### src/rtl/core/hmqp_queue.sv
`timescale 1ns / 1ps

// Two-entry FIFO between front and back.
module hmqp_queue #(
  parameter int WIDTH = 8
) (
  input  logic             clk_i,
  input  logic             rst_ni,
  input  logic             push_valid_i,
  output logic             push_ready_o,
  input  logic [WIDTH-1:0] push_data_i,
  output logic             pop_valid_o,
  input  logic             pop_ready_i,
  output logic [WIDTH-1:0] pop_data_o
);

  logic [WIDTH-1:0] mem_q [2];
  logic             wr_ptr_q, rd_ptr_q;
  logic [1:0]       cnt_q;
  logic             do_push, do_pop;

  assign push_ready_o = (cnt_q != 2'd2);
  assign pop_valid_o  = (cnt_q != 2'd0);
  assign pop_data_o   = mem_q[rd_ptr_q];
  assign do_push      = push_valid_i && push_ready_o;
  assign do_pop       = pop_valid_o && pop_ready_i;

  always_ff @(posedge clk_i or negedge rst_ni) begin
    if (!rst_ni) begin
      wr_ptr_q <= 1'b0;
      rd_ptr_q <= 1'b0;
      cnt_q    <= 2'd0;
    end else begin
      if (do_push) begin
        wr_ptr_q <= ~wr_ptr_q;
      end
      if (do_pop) begin
        rd_ptr_q <= ~rd_ptr_q;
      end
      if (do_push && !do_pop) begin
        cnt_q <= cnt_q + 2'd1;
      end else if (do_pop && !do_push) begin
        cnt_q <= cnt_q - 2'd1;
      end
    end
  end

  always_ff @(posedge clk_i) begin
    if (do_push) begin
      mem_q[wr_ptr_q] <= push_data_i;
    end
  end

endmodule

### config.mk
export PLATFORM = sky130hd
export DESIGN_NAME = hmqp_queue
export DESIGN_NICKNAME = d
export VERILOG_FILES = /design/src/rtl/core/hmqp_queue.sv
export SDC_FILE = /design/constraint.sdc
export NUM_CORES = 1
export LEC_CHECK = 0
export ABC_CLOCK_PERIOD_IN_PS = 1600
export BUFFER_PORTS_ARGS = -buffer_cell sky130_fd_sc_hd__buf_2
export CORE_MARGIN = 5
export CORE_UTILIZATION = 45
export DETAILED_ROUTE_END_ITERATION = 16
export MAX_ROUTING_LAYER = met4
export PLACE_DENSITY = 0.7
export RECOVER_POWER = 50
export SLEW_MARGIN = 5
export SYNTH_ARGS = -nofsm -noshare
export SYNTH_HDL_FRONTEND = slang
export SYNTH_SLANG_ARGS = --single-unit
### constraint.sdc
create_clock -name clk_i -period 1.6 [get_ports clk_i]
set_input_delay 0.16 -clock clk_i [delete_from_list [all_inputs] [get_ports clk_i]]
set_output_delay 0.16 -clock clk_i [all_outputs]
set_load 0.02 [all_outputs]
# After elaboration in Yosys (flattened, before gate mapping)
# Memory sizes are Yosys's and may differ from the RTL's.
# Cells that the tools add are included.
word_totals:
  out_inout_bits: 10
  wordCells: 21
  n_memories: 1
  reg_bits: 4
  ramBits: 16
mem_list:
  columns: ["memory", "depth", "width", "read_ports", "rd_clocked_by_memory_dff", "write_ports", "line", "source"]
  rows:
  - ["mem_q", 2, 8, 1, 0, 1, "17", "logic [WIDTH-1:0] mem_q [2];"]
classes:
  reduce_logical: 8
  add_sub_neg: 2
  eq_ne: 1
  bitwise: 2
  muxes: 4
ops:
  columns: ["op", "n"]
  rows:
  - ["1-bit logical AND", 4]
  - ["2-bit two-way mux", 2]
  - ["2-bit nonzero test", 2]
  - ["2-bit by 1-bit adder with 2-bit output, second input constant", 1]
  - ["1-bit logical NOT", 2]
  - ["1-bit two-way mux", 2]
  - ["2-bit != test, second input constant", 1]
  - ["1-bit inverter", 2]
  - ["2-bit by 1-bit subtractor with 2-bit output, second input constant", 1]

# Longest topological paths before layout
depth:
  word_depth: 6
  depth_mapped: 7
  mapped_depth_nobuf: 7

# Worst setup path after synthesis
# No wires, ideal clock.
synth_path:
  path_type: "flip-flop to flip-flop"
  from: "register cnt_q[0]"
  to: "memory mem_q[0][0] (enable)"
  path_slack_ns: 0.185
  arrival_time_ns: 1.045
  setup_ns: 0.370
  required_time_ns: 1.230
  stages_incl_launch_ff: 4
  cell_sequence: "dfrtp_1 -> nand2b_4 -> nand2_1 -> nor2_1"
synth_between:
  elab_chain_cells: 4
synth_rtl:
  columns: ["item", "line", "source"]
  rows:
  - ["from (decl)", "19", "logic [1:0] cnt_q;"]
  - ["from (signal assigned)", "41", "cnt_q <= cnt_q + 2'd1;"]
  - ["from (signal assigned)", "43", "cnt_q <= cnt_q - 2'd1;"]
  - ["2-bit != test", "22", "assign push_ready_o = (cnt_q != 2'd2);"]
  - ["via push_ready_o", "10", "output logic push_ready_o,"]
  - ["1-bit logical AND", "25", "assign do_push = push_valid_i && push_ready_o;"]
  - ["1-bit two-way mux", "49", "if (do_push) begin"]
  - ["1-bit two-way mux (implied by the code)", "50", "mem_q[wr_ptr_q] <= push_data_i;"]
  - ["to (decl)", "17", null]
# The timed path passes the listed nets, and every way through them passes these cells.

# Final worst setup path
layout_path:
  from: "register rd_ptr_q"
  to: "output port pop_data_o[6]"
layout_between:
  elab_chain_cells: 1
layout_rtl:
  columns: ["item", "line", "source"]
  rows:
  - ["from (decl)", "18", "logic wr_ptr_q, rd_ptr_q;"]
  - ["from (signal assigned)", "38", "rd_ptr_q <= ~rd_ptr_q;"]
  - ["memory 2 x 8 bit", null, null]
  - ["to (decl)", "14", "output logic [WIDTH-1:0] pop_data_o"]
# No other way between the ends.

==> results.md <==
- Drt drc: 0
- Global-route wire length before repair: 2010 microns
- Initial Utilization: 46.6%
- Tightest Pin Transition: 373 ps
- Post-synth top area share: 61.0%
- Placed wire-length estimate: 869 microns
- Postcts setup bufs: 0
- ANT cells: 0
- CP endpoint kind: primary output
- Clock latency at the later pin of the worst-skew pair: 290 ps
- Pint: 1.16 mW
- Critical path's slowest cell: dfrtp_2
- Die area: 2690 sq um
- Remaining antenna violation count: 0
- Final Critical Period: 1490 ps
- Worst Path Buf+Inv: 1
- Library cells used by synthesis: 14
- Number of global-route vias before repair: 471
- Cell leakage power: 0.382 nW
- Reg-to-reg slack, setup: 140 ps
- Detailed Route Iter0 Violations: 4
- R2R depth: 6
- RePlAce Congestion: 0.657
- Core area: 1690 sq um
- Yosys Warn Count: 0
- Placed Cells: 81
- Reg area: 582 sq um
- Wire length per cell: 13.4 microns
- Status: finished clean
- Layout cells sized above 1: 46.4%
- VDD IR max: 0.00117 V
- Maximum number of pins on one net before global-route repair: 12
- Share of power burned in registers: 47.5%
- CP required: 1440 ps
- Die Y-Extent: 51.8 microns
- Input/output buffers: 21
- Worst-path clk slew: 110 ps
- Critical path depth: 2
- Nets: 83
- CTS tree: built
- Pwr Density: 1860 nW/um^2
- Switch share: 34.2%
- Crit-path max FO: 9
- Seq/Total Area, Yosys: 73.8%
- Max Slew Vio Count: 0
- CP Cell Sequence: mux2_2 > buf_2
- Type of the worst min-delay path: primary input to register
- Critical path's top delay family: flip-flops
- Clock Power Share: 15.7%
- Top cells by area, synth: edfxtp_1 61%, dfrtp_1 13%, mux2_2 11%, xnor2_1 3.3%, xor2_1 2.2%
- RSZ-0062 raised after global routing: no
- Max_cap viols: 0
- Post-layout power: 1.77 mW
- Gate count of the mapped netlist: 43
- IO Pins: 22
- Max-slew headroom at the worst pin: 75.2%
- Switching power: 0.605 mW
- Non-Filler Instances: 86
- Post-layout util: 56.4%
- Fillers: 139
- Via/cell ratio: 4.76
- CTS H-Tree Depth: 1
- Area of the multi-input gates: 195 sq um
- WS Path Type: register to primary output
- Max stage delay on crit path: 510 ps
- Initial antenna violation count: 0
- Drt total wl: 1160 microns
- Clock Root Buffer: clkbuf_4
- Congestion Overflow GR: 0
- Fmax: 673 MHz
- Via count: 409
- Final Cycle Share: 92.9%
- CTS Sinks: 20
- Rows: 15
- Die width: 51.8 microns
- Synthesized flop and latch total: 20
- Worst Skew: 4.53 ps
- Total track usage: 10.7%
- CTS buffer count: 3
- Area leader, netlist: edfxtp_1
- Syn_area_per_cell: 18.3 sq um
- Combinational share of power: 36.9%
- Drt first pass iters: 3
- Crit path launch type: register
- Area growth, synth to finish: 21.0%
- Critical path arrival: 1330 ps
- CTS Buffer Depth: 2
- Worst Hold Depth: 1
- Setup TNS: 0 ps
- Endpoints failing setup: 0
- Syn nets: 56
- Final hold vios: 0
- Synthesized area: 787 sq um
[routing by layer]
metal  part of all wire (%)  vias to the layer above  GRT usage, %
met4                   0.69                        0          5.24
met3                    7.5                        2          2.87
met1                     44                      186          13.1
li1                       -                      208             -
met2                     47                       13          16.3
met5                      0                        -             -
[power by group through the flow]
stage	registers, mW	clock network [mW]	logic, mW
floorplan	0.792	0	0.543
global placement	0.846	0	0.673
CTS	0.844	0.288	0.689
detailed placement	0.850	0	0.684
global route	0.864	0.317	0.712
finish	0.841	0.277	0.652
[logic make-up after synthesis]
logic type | after synthesis | synth area share (%)
XOR/XNOR | 5 | 5.57
multiplexers | 8 | 11.4
buffers and inverters | 2 | 1.11
adder cells (fa/ha/maj) | 1 | 1.59
AND/OR/NAND/NOR | 7 | 6.52
flip-flops | 20 | 73.8
[synth_stat cells (all sizes together)]
cell and count:
or2 1, xor2 2, and3 1, xnor2 3
nand2b 1, ha 1, mux2 8, nor2 2
nand2 2, dfrtp 4, inv 1, buf 1
edfxtp 16
[flip-flops by register name, indices dropped and copies added (netlist names)]
name      count
cnt_q         2
wr_ptr_q      1
rd_ptr_q      1
mem_q        16
[area by class of cell]
| cell class | instances | area share [%] |
|---|---|---|
| clock buffer | 4 | 3.81 |
| inverter | 1 | 0.394 |
| multi-input combinational | 21 | 20.5 |
| sequential | 20 | 61.1 |
| tap | 17 | 2.23 |
| timing repair buffer | 23 | 12.0 |
[path summary, 6_finish.rpt]
| path | from | to |
|---|---|---|
| max | rd_ptr_q | pop_data_o[6] |
| max in group asynchronous | rst_ni | rd_ptr_q |
| min in group asynchronous | rst_ni | cnt_q[0] |
| max reg2reg | cnt_q[0] | cnt_q[1] |
| min | push_data_i[1] | mem_q[0][1] |
| min reg2reg | wr_ptr_q | wr_ptr_q |
[stage by stage]
step | hold slack (ps) | setup WS (ps) | cell area (sq um)
floorplan | -136 | 185 | 787
global placement | -28.2 | 209 | 916
detailed placement | -26.2 | 163 | 916
CTS | 43.8 | 92.6 | 963
global route | 29.3 | 31.1 | 952
finish | 56.8 | 113 | 952
[placed cells by master (no fill, tap or decap)]
master / netlist / routed
and3_1: 1 / 1
buf_2: 1 / 16
clkbuf_1: 0 / 5
clkbuf_2: 0 / 1
clkbuf_4: 0 / 3
clkbuf_8: 0 / 1
dfrtp_1: 4 / 3
dfrtp_2: 0 / 1
dlygate4sd3_1: 0 / 1
edfxtp_1: 16 / 16
ha_1: 1 / 1
inv_1: 1 / 1
mux2_2: 8 / 8
nand2_1: 1 / 1
nand2_4: 1 / 1
nand2b_4: 1 / 1
nor2_1: 2 / 2
or2_0: 0 / 1
xnor2_1: 3 / 3
xor2_1: 2 / 2
[repair_timing]
action	CTS	global route
endpoints found under the hold margin	4	0
resized for setup	1	0
setup endpoints to repair	8	0
hold buffers	1	0
Note: power is estimated with default switching activity, not from simulation.
