--- config.mk ---
export PLATFORM = sky130hd
export DESIGN_NAME = hmqp_front
export DESIGN_NICKNAME = d
export VERILOG_FILES = /design/src/rtl/core/hmqp_pkg.sv /design/src/rtl/core/hmqp_front.sv
export SDC_FILE = /design/constraint.sdc
export NUM_CORES = 1
export LEC_CHECK = 0
export BUFFER_PORTS_ARGS = -buffer_cell sky130_fd_sc_hd__buf_4
export CORE_ASPECT_RATIO = 1.25
export CORE_MARGIN = 2
export CORE_UTILIZATION = 50
export DETAILED_ROUTE_END_ITERATION = 8
export GPL_TIMING_DRIVEN = 1
export PLACE_DENSITY = 0.83
export SLEW_MARGIN = 20
export SYNTH_ARGS = -nofsm -noshare
export SYNTH_HDL_FRONTEND = slang
export SYNTH_SLANG_ARGS = --single-unit
--- constraint.sdc ---
create_clock -name clk_i -period 3.64 [get_ports clk_i]
set_input_delay 0.364 -clock clk_i [delete_from_list [all_inputs] [get_ports clk_i]]
set_output_delay 0.364 -clock clk_i [all_outputs]
set_load 0.02 [all_outputs]
--- src/rtl/core/hmqp_pkg.sv ---
`timescale 1ns / 1ps

package hmqp_pkg;

  localparam int KEY_W      = 32;
  localparam int VAL_W      = 32;
  localparam int CNT_W      = 9;
  localparam int DIGIT_W    = 8;   // key bits reduced per cycle
  localparam int IN_DATA_W  = 64;
  localparam int OUT_DATA_W = 48;

  localparam logic [CNT_W-1:0] MAX_ENTRIES_RST = 9'd166;

  typedef enum logic [1:0] {
    KIND_ADD    = 2'd0,
    KIND_SEARCH = 2'd1,
    KIND_REMOVE = 2'd2
  } kind_e;

  // slot status: bit 1 = ever used, bit 0 = tombstone
  typedef enum logic [1:0] {
    SLOT_FREE = 2'b00,
    SLOT_LIVE = 2'b10,
    SLOT_TOMB = 2'b11
  } slot_st_e;

  typedef enum logic [1:0] {
    ST_CLEAR,
    ST_IDLE,
    ST_PROBE,
    ST_FINISH
  } back_state_e;

  typedef struct packed {
    logic signed [VAL_W-1:0] value;
    logic signed [KEY_W-1:0] key;
    logic [1:0]              kind;
  } req_t;

  typedef struct packed {
    logic [CNT_W-1:0]        live_count;
    logic                    refused;
    logic signed [VAL_W-1:0] old_value;
    logic                    found;
  } res_t;

endpackage

--- src/rtl/core/hmqp_front.sv ---
`timescale 1ns / 1ps

// Accepts requests and reduces |key| mod CAPACITY, one byte of the key per cycle.
module hmqp_front #(
  parameter int CAPACITY = 256
) (
  input  logic                         clk_i,
  input  logic                         rst_ni,
  input  logic                         en_i,
  input  logic                         in_valid_i,
  output logic                         in_ready_o,
  input  hmqp_pkg::req_t               in_req_i,
  output logic                         out_valid_o,
  input  logic                         out_ready_i,
  output hmqp_pkg::req_t               out_req_o,
  output logic [$clog2(CAPACITY)-1:0]  out_home_o
);

  localparam int IW    = $clog2(CAPACITY);
  localparam int Steps = hmqp_pkg::KEY_W / hmqp_pkg::DIGIT_W;
  localparam int SW    = $clog2(Steps);
  localparam logic [IW:0]   CapW     = (IW+1)'(CAPACITY);
  localparam logic [SW-1:0] LastStep = SW'(Steps - 1);

  logic                      busy_q, busy_d;
  logic                      done_q, done_d;
  logic [SW-1:0]             step_q, step_d;
  logic [hmqp_pkg::KEY_W-1:0] mag_q, mag_d;
  logic [IW-1:0]             rem_q, rem_d;
  hmqp_pkg::req_t            req_q, req_d;
  logic                      accept, push;
  logic [hmqp_pkg::KEY_W-1:0] in_mag;

  assign in_ready_o  = en_i && !busy_q && (!done_q || out_ready_i);
  assign accept      = in_valid_i && in_ready_o;
  assign push        = done_q && out_ready_i;
  assign out_valid_o = done_q;
  assign out_req_o   = req_q;
  assign out_home_o  = rem_q;

  // two's complement magnitude; the minimum key maps to 2^31
  assign in_mag = in_req_i.key[hmqp_pkg::KEY_W-1] ? ((~in_req_i.key) + 32'd1) : in_req_i.key;

  always_comb begin
    logic [IW:0] r;
    busy_d = busy_q;
    done_d = done_q;
    step_d = step_q;
    mag_d  = mag_q;
    rem_d  = rem_q;
    req_d  = req_q;
    r      = {1'b0, rem_q};
    // restoring reduction, MSB first
    for (int j = 0; j < hmqp_pkg::DIGIT_W; j++) begin
      r = {r[IW-1:0], mag_q[hmqp_pkg::KEY_W-1-j]};
      if (r >= CapW) begin
        r = r - CapW;
      end
    end
    if (push) begin
      done_d = 1'b0;
    end
    if (accept) begin
      busy_d = 1'b1;
      step_d = '0;
      mag_d  = in_mag;
      rem_d  = '0;
      req_d  = in_req_i;
    end else if (busy_q) begin
      mag_d  = mag_q << hmqp_pkg::DIGIT_W;
      rem_d  = r[IW-1:0];
      step_d = step_q + 1'b1;
      if (step_q == LastStep) begin
        busy_d = 1'b0;
        done_d = 1'b1;
      end
    end
  end

  always_ff @(posedge clk_i or negedge rst_ni) begin
    if (!rst_ni) begin
      busy_q <= 1'b0;
      done_q <= 1'b0;
      step_q <= '0;
    end else begin
      busy_q <= busy_d;
      done_q <= done_d;
      step_q <= step_d;
    end
  end

  always_ff @(posedge clk_i) begin
    mag_q <= mag_d;
    rem_q <= rem_d;
    req_q <= req_d;
  end

endmodule

Yosys cells after proc, flatten, opt, wreduce, memory -nomap -nowiden
Cells that the tools add are included.
{ "totals": {"output_inout_bits": 76, "word_cells": 56, "ff_bits": 110, "in_bits": 71} }
{ "classes": {"reduce_logical": 8, "n_bitwise": 1, "n_mux": 20, "add_sub_neg": 10, "eq_ne": 1, "order_cmp": 8} }
{ "ops": {"columns": ["op", "count"], "rows": [
  ["32-bit two-way mux", 3],
  ["9-bit greater-or-equal comparator (second input constant)", 8],
  ["8-bit two-way mux", 8],
  ["8-bit by 1-bit subtractor with 8-bit output (second input constant)", 8],
  ["32-bit by 1-bit adder with 32-bit output (second input constant)", 1],
  ["32-bit NOT", 1],
  ["1-bit two-way mux", 7],
  ["1-bit logical AND", 4],
  ["2-bit two-way mux", 2],
  ["2-bit by 1-bit adder with 2-bit output (second input constant)", 1],
  ["2-bit equality test (second input constant)", 1],
  ["1-bit logical NOT", 2],
  ["2-bit nonzero test", 1],
  ["1-bit logical OR", 1]
]} }

Longest topological paths before layout
Gate-level depths: netlist of run 1.
{ "logic_depth": {"word_depth": 16, "mapped_depth": 8, "depth_no_buf": 7} }

Least setup slack after synthesis of run 1
No wires, ideal clock.
{ "synth_path": {"path_kind": "reg-to-reg", "from": "register done_q, in the netlist out_valid_o", "to": "register mag_q[26] (netlist name) (data pin)", "synth_period_minus_slack_ns": 3.402, "t_required_ns": 3.490, "setup_slack_ns": 0.238, "arrival_time_ns": 3.252, "n_path_buf": 1, "path_stages_with_launch": 7, "setup_ns": 0.150, "cell_sequence": "dfrtp_1 nand2b_1 nand4_1 inv_1 buf_1 nand4_1 nand3_1"} }
{ "synth_between": {"elab_chain_len": 5} }
{ "synth_lines": {"columns": ["item", "line_no", "source"], "rows": [
  ["from (decl)", "hmqp_front.sv:26", "logic done_q, done_d;"],
  ["from (signal assigned)", "hmqp_front.sv:87", "done_q <= done_d;"],
  ["1-bit logical NOT", "hmqp_front.sv:34", "assign in_ready_o = en_i && !busy_q && (!done_q || out_ready_i);"],
  ["1-bit logical OR", "hmqp_front.sv:34", null],
  ["1-bit logical AND", "hmqp_front.sv:34", null],
  ["1-bit logical AND", "hmqp_front.sv:35", "assign accept = in_valid_i && in_ready_o;"],
  ["32-bit two-way mux", "hmqp_front.sv:63", "if (accept) begin"],
  ["net mag_d (one bit)", "hmqp_front.sv:28", "logic [hmqp_pkg::KEY_W-1:0] mag_q, mag_d;"],
  ["to (signal assigned)", "hmqp_front.sv:93", "mag_q <= mag_d;"],
  ["to (decl)", "hmqp_front.sv:28", null]
]} }
The timed path passes the listed nets, and every way through them passes these cells.
A chain may end at the register's enable or synchronous reset.

Worst setup path after layout of run 1
{ "layout_path": {"from": "register busy_q", "to": "register mag_q[29] (netlist name) (data pin)"} }
{ "layout_between": {"elab_chain_len": 5} }
{ "layout_lines": {"columns": ["item", "line_no", "source"], "rows": [
  ["from (decl)", "hmqp_front.sv:25", "logic busy_q, busy_d;"],
  ["from (signal assigned)", "hmqp_front.sv:86", "busy_q <= busy_d;"],
  ["1-bit logical NOT", "hmqp_front.sv:34", null],
  ["1-bit logical AND (2 in a row)", "hmqp_front.sv:34", null],
  ["1-bit logical AND", "hmqp_front.sv:35", null],
  ["32-bit two-way mux", "hmqp_front.sv:63", null],
  ["net mag_d (one bit)", "hmqp_front.sv:28", null]
]} }
The timed path passes the listed nets, and every way through them passes these cells.

==> summary.md, run 1 <==
| Metric | Value |
|---|---|
| Status | `finished clean` |
| Max Fclk | `around 0.45 GHz` |
| Dpl ws | `between 1 and 1.5 ns` |
| Static Leak | `between 2 and 2.5 nW` |
| Sequential area share after synthesis | `72.0%` |
| Cells after Synth | `316` |
| Die X-Extent | `88.4 um` |
| Post-DRT Antenna Nets | `0` |
| CTS tree | `yes` |
| Seq pwr share | `54.8%` |
| First-pass DRT Iterations | `4` |
| Yosys warnings | `0` |
| Number of synthesized flops with an enable pin | `98` |
| CP cell instances | `inv_1, nand4_1, clkinv_2, buf_4, a21oi_1, a311o_1` |
| Area Overhead vs Synth | `31.7%` |
| Placer Congestion | `about 0.85` |
| Seq cells post-synth | `between 100 and 150` |
| Endpoints failing hold | `0` |
| Max Transition Viols Final | `0` |
| Resized cells post-CTS | `0` |
| Hold Slack | `roughly 0.16 ns` |
| Drt total wl | `9.47 mm` |
| Most used DFF post-synth | `edfxtp_1` |
| Clock power share | `18.8%` |
| Grt ovf | `0` |
| Dpl hpwl | `6.85 mm` |
| Area leader, netlist | `edfxtp_1` |
| Final period utilization | `61.7%` |
| DRC violations left | `0` |
| Slowest cell delay on critical path | `0.60 ns` |
| Largest net degree at the start of global routing | `50` |
| Total number of vias | `about 3.1k` |
| Via-to-Cell Ratio | `approximately 5.3` |
| Clock Skews | `0.0109 ns` |
| Clock buffer depth | `2` |
| First-pass GRT wire length | `14.4 mm` |
| Mapped Area | `4450 um^2` |
| Internal power | `2.45 mW` |
| Core area | `8650 um^2` |
| Commonest cells post-synth | `edfxtp_1 (98), o21ai_0 (32), nand2_1 (30)` |
| Share of post-route cells with drive strength above 1 | `between 30% and 40%` |
| Switching Fraction | `31.0%` |
| Synth area leaders | `edfxtp_1 (66%), xor2_1 (4.3%), dfxtp_1 (3.6%)` |
| Slew headroom | `62.3%` |
| Syn avg cell area | `14.1 um^2` |
| RSZ-0062 raised after global routing | `no` |
| Initial antenna violation count | `0` |
| FP Rows | `38` |
| Postcts setup bufs | `0` |
| Startpoint types | `flop` |
| CTS H-tree lvls | `3` |
| Nets | `about 540` |
| IO buf count | `146` |
| Worst path arrival time | `between 2 and 2.5 ns` |
| Clk slew on worst S/H paths | `0.11 ns` |
| Root Buffer | `clkbuf_8` |
| Design Area, Final | `a little under 6000 um^2` |
| Fin worst setup slack | `1.40 ns` |
| Clk_lat worst skew | `around 0.36 ns` |
| Critical path's top delay family | `buffers and inverters` |
| Final Util | `67.7%` |
| Gate power share | `26.3%` |
| Die H | `109 um` |
| Wire per inst | `16.0 um` |
| Max-Cap Viols | `0` |
| Die Area | `9670 um^2` |
| Type of the worst setup path | `reg -> reg` |
| Fraction of registers with async set/reset | `roughly 3.6%` |
| Drt first-iter violations | `183` |
| Share of the synthesized area in the top cell type | `66.2%` |
| Post-Syn Nets | `389` |
| DP Area | `about 5700 um^2` |
| Psw | `1.10 mW` |
| All-Layer GR Usage | `19.9%` |
| WP buf/inv | `3` |
| Unique masters post-synth | `40` |
| Hold crit path type | `in -> reg` |
| Initial Util | `about half` |
| Critical Path RT | `3.76 ns` |
| Total power | `about 3.5 mW` |
| Slowest cell on the critical path | `dfrtp_1` |
| Crit. End Element | `flop` |
| Total CTS buffers | `9` |
| Setup TNS | `0 ns` |
| Critical path fanouts, max | `42` |
| Worst-margin pin slew | `roughly 0.57 ns` |
| Count leader, synth | `edfxtp_1` |
| I/O pins | `around 150` |
| Power Density | `between 600 and 700 nW/um^2` |
| ANT cells | `0` |
| Worst VDD drop | `0.350 mV` |
| CTS sink count | `110` |
| Clock period minus worst slack | `roughly 2.2 ns` |
| Final cell count without fillers | `590` |
| Vias in the first global route | `3064` |
| Placed insts | `573` |
| Setup violations, final | `0` |
==> worst reg2reg max path, cell delays in order, from the launching register on <==
cell and delay [ns]:
dfrtp_1 0.60, inv_1 0.22, nand4_1 0.15, clkinv_2 0.12, buf_4 0.44, a21oi_1 0.14, a311o_1 0.33
==> worst paths after layout <==
check | startpoint | to | slack, ns | cells past startpoint
setup reg to reg | busy_q$_DFF_PN0_ | mag_q[29]$_DFFE_PP_ | 1.40 | 6
setup / recovery | busy_q$_DFF_PN0_ | mag_q[29]$_DFFE_PP_ | 1.40 | 6
hold reg to reg | mag_q[29]$_DFFE_PP_ | out_home_o[5]$_SDFFE_PN0P_ | 0.50 | 2
hold / removal | in_req_i[52] | out_req_o[52]$_DFFE_PN_ | 0.16 | 1
min in group asynchronous | rst_ni | step_q[1]$_DFFE_PN0P_ | 0.32 | 2
max in group asynchronous | rst_ni | busy_q$_DFF_PN0_ | 3.22 | 2
==> power by group through the flow <==
stage | clock, mW | sequential (mW) | combinational [mW]
after floorplan | 0 | 2.10 | 0.410
after global placement | 0 | 1.96 | 0.902
after detailed placement | 0 | 1.98 | 0.937
after CTS | 0.678 | 1.95 | 0.943
after global routing | 0.714 | 1.98 | 1.02
final | 0.669 | 1.94 | 0.935
==> cell type report <==
class / instances / area [um^2]
Inverter: 6 / 23.8
Timing Repair Buffer: 151 / 1140
Multi-Input combinational cell: 187 / 1170
Clock buffer: 11 / 131
Clock inverter: 5 / 42.5
Tap cell: 120 / 150
Sequential cell: 110 / 3200
Fill cell: 655 / 2790
==> layout by cell type (no fill, tap or decap), types with 2 or more instances in the layout <==
cell,instances
or3_1,6
mux2i_1,10
o21ai_0,32
or4_1,3
nand2b_1,3
o31ai_1,11
xor2_1,22
nor2_1,21
nand3b_1,2
nand4_1,4
clkbuf_8,9
dfxtp_1,8
buf_4,150
nor3_2,2
nand3_1,7
o211ai_1,4
nand2_1,30
clkbuf_1,2
nor3_1,8
inv_1,5
nor4_1,3
dfrtp_1,4
edfxtp_1,98
ha_1,2
o311ai_0,2
==> registers in the layout (all words and copies together), names as in the netlist <==
signal       count
out_valid_o      1
out_req_o       66
busy_q           1
step_q           2
mag_q           32
out_home_o       8
==> cell families after synthesis <==
group	count (synthesis)	share of synthesized area (%)
flip-flops	110	72.0
AO/OA/AOI/OAI	56	8.04
AND/OR/NAND/NOR	95	10.7
adder cells (fa/ha/maj)	2	0.562
multiplexers	11	2.50
buffers and inverters	19	1.63
XOR/XNOR	23	4.53
==> per-layer routing <==
| metal | GRT usage (%) | wire, um |
|---|---|---|
| met1 | 20.8 | 3300 |
| met2 | 36.9 | 5220 |
| met4 | 8.77 | 269 |
| met3 | 5.03 | 677 |
| met5 | 0 | 0 |
==> repair_timing <==
action                                  CTS  global route
endpoints found under the hold margin     4             0
hold buffers                              1             0
endpoints found under the setup margin    0             0
No activity file was read; power rests on OpenSTA's default activity.
==> run 2: changes to the inputs <==
clock period = 2.2 ns   (was 3.64 ns; I/O delays follow)
==> summary.md, run 2 (synthesis gave the netlist of run 1 again) <==
| Metric | Value |
|---|---|
| Total number of vias | `3144 (+0.77%)` |
| All-Layer GR Usage | `20.6% (+0.70 points)` |
| Clock Skews | `0.00583 ns (-0.00509 ns)` |
| CTS tree | `yes` |
| Register Area | `3200 um^2 (unchanged)` |
| # fillers | `652 (-0.46%)` |
| Total CTS buffers | `9 (unchanged)` |
| Drt first-iter violations | `169 (-7.7%)` |
| WP buf/inv | `2 (-1)` |
| CTS H-tree lvls | `3 (unchanged)` |
| Clk slew on worst S/H paths | `0.10 ns (about the same)` |
| Gate power share | `26.6% (+0.3 points)` |
| Final cell count without fillers | `598 (+1.4%)` |
| Power Density | `1020 nW/um^2 (+68%)` |
| Commonest non-fill, non-tap cell in the layout | `buf_4` |
| Via-to-Cell Ratio | `5.26 (-0.58%)` |
| Largest net degree at the start of global routing | `41 (-18%)` |
| Share of post-route cells with drive strength above 1 | `37.4% (+1.1 points)` |
| Clock period minus worst slack | `roughly 1.8 ns` |
| Wire per inst | `16.0 um (-0.46%)` |
| Crit. End Element | `flop` |
| Dpl hpwl | `7.04 mm (+2.8%)` |
| Hold Buf Count CTS | `1 (unchanged)` |
| CTS sink count | `110 (unchanged)` |
| Clock power share | `20.8% (+2.0 points)` |
| Max Fclk | `0.549 GHz` |
| Endpoints failing hold | `0 (unchanged)` |
| Static Leak | `2.37 nW (+2.7%)` |
| Die Area | `9670 um^2 (unchanged)` |
| Type of the worst setup path | `in -> reg` |
| Area Overhead vs Synth | `34.0%` |
| Psw | `1.79 mW (+63%)` |
| IO buf count | `146 (unchanged)` |
| CP cell instances | `buf_4, inv_1, ha_1, or3b_1, or4b_4, o31ai_4, xor2_1, o21ai_1` |
| Seq pwr share | `52.7% (-2.1 points)` |
| Setup violations, final | `0 (unchanged)` |
| DRC violations left | `0 (unchanged)` |
| Clk_lat worst skew | `0.37 ns (about the same)` |
| Placed insts | `581 (+1.4%)` |
| Nets | `546 (+1.5%)` |
| Post-DRT Antenna Nets | `0 (unchanged)` |
| Worst-margin pin slew | `0.442 ns (-0.124 ns)` |
| Max FFs per register | `66 (unchanged)` |
| Slowest cell on the critical path | `or4b_4` |
| Vias in the first global route | `3137 (+2.4%)` |
| Total power | `6.05 mW (+71%)` |
| Slowest cell delay on critical path | `0.54 ns (-0.06 ns)` |
| Core area | `8650 um^2 (unchanged)` |
| Switching Fraction | `29.6% (-1.4 points)` |
| Postcts setup bufs | `0 (unchanged)` |
| Worst VDD drop | `0.493 mV (+41%)` |
| First-pass DRT Iterations | `5 (+1)` |
| ANT cells | `0 (unchanged)` |
| RSZ-0062 raised after global routing | `no` |
| Max Transition Viols Final | `0 (unchanged)` |
| Critical Path RT | `2.32 ns (-1.44 ns)` |
| Critical path fanouts, max | `3 (-93%)` |
| Final Util | `68.9% (+1.2 points)` |
| FP Rows | `38 (unchanged)` |
| Status | `finished clean` |
| Initial Util | `51.4% (unchanged)` |
| Initial antenna violation count | `0 (unchanged)` |
| Area occupied by multi-input gates | `1170 um^2 (unchanged)` |
| Die H | `109 um (unchanged)` |
| Placer Congestion | `0.838 (-1.0%)` |
| Max-Cap Viols | `0 (unchanged)` |
| Most frequent cells in the layout | `buf_4 (158), edfxtp_1 (98), o21ai_0 (32)` |
| Startpoint types | `input pin` |
| Hold crit path type | `in -> reg` |
| First-pass GRT wire length | `14.9 mm (+3.4%)` |
| Root Buffer | `clkbuf_8` |
| I/O pins | `147 (unchanged)` |
| Slew headroom | `70.3% (+8.0 points)` |
| Worst path arrival time | `1.94 ns (-0.43 ns)` |
| Clock buffer depth | `2 (unchanged)` |
| Grt ovf | `0 (unchanged)` |
| Die X-Extent | `88.4 um (unchanged)` |
| Drt total wl | `9.55 mm (+0.89%)` |
| Internal power | `4.26 mW (+74%)` |
| Final period utilization | `82.8%` |
| Resized cells post-CTS | `0 (unchanged)` |
| Critical path's top delay family | `simple AND/OR/NAND/NOR gates` |
[run 2: worst reg2reg max path: cells and delay by family, from the launching register on]
| kind | cells | cell delay [ns] |
|---|---|---|
| flip-flops | 1 | 0.39 |
| buffers and inverters | 3 | 0.71 |
| AND/OR/NAND/NOR | 2 | 0.25 |
[run 2: layout make-up]
| class | instances | share of cell area [%] |
|---|---|---|
| Tap cell | 120 | 2.52 |
| Multi-Input combinational cell | 187 | 19.7 |
| Inverter | 6 | 0.399 |
| Clock inverter | 1 | 0.105 |
| Timing Repair Buffer | 159 | 20.1 |
| Sequential cell | 110 | 53.7 |
| Clock buffer | 15 | 3.51 |
[run 2: final timing paths]
| kind | from | endpoint | slack, ns | cells past startpoint |
|---|---|---|---|---|
| setup / recovery | in_req_i[2] | mag_q[20]$_DFFE_PP_ | 0.38 | 8 |
| hold / removal | in_req_i[53] | out_req_o[53]$_DFFE_PN_ | 0.02 | 1 |
| setup reg to reg | busy_q$_DFF_PN0_ | mag_q[13]$_DFFE_PP_ | 0.50 | 5 |
| hold reg to reg | mag_q[29]$_DFFE_PP_ | out_home_o[5]$_SDFFE_PN0P_ | 0.50 | 2 |
| max in group asynchronous | rst_ni | step_q[1]$_DFFE_PN0P_ | 1.94 | 2 |
| min in group asynchronous | rst_ni | out_valid_o$_DFF_PN0_ | 0.16 | 2 |
[run 2: power groups by stage]
stage               registers [mW]  clock network, mW  logic [mW]
global placement              3.21                  0        1.56
global route                  3.24               1.35        1.78
CTS                           3.19               1.28        1.63
detailed placement            3.24                  0        1.62
floorplan                     3.46                  0       0.680
finish                        3.19               1.26        1.61
[run 2: through the flow]
| step | setup slack, ns | TNS, ns | hold slack (ns) | cell area (um^2) |
|---|---|---|---|---|
| after floorplan | 0.128 | 0 | -0.0756 | 4450 |
| final | 0.378 | 0 | 0.0152 | 5960 |
| after detailed placement | -0.0119 | -0.0204 | 0.0183 | 5740 |
| after global routing | 0.257 | 0 | 0.00457 | 5960 |
| after global placement | 0.0386 | 0 | 0.0162 | 5740 |
| after CTS | 0.392 | 0 | 0.00131 | 5960 |
[run 2: per-layer routing]
| metal | vias to the layer above | routed length (um) | track usage [%] |
|---|---|---|---|
| met2 | 140 | 5250 | 37.2 |
| met4 | 0 | 307 | 11.3 |
| met5 | - | 0 | 0 |
| met1 | 1478 | 3330 | 22.1 |
| met3 | 26 | 671 | 4.20 |
| li1 | 1500 | - | - |
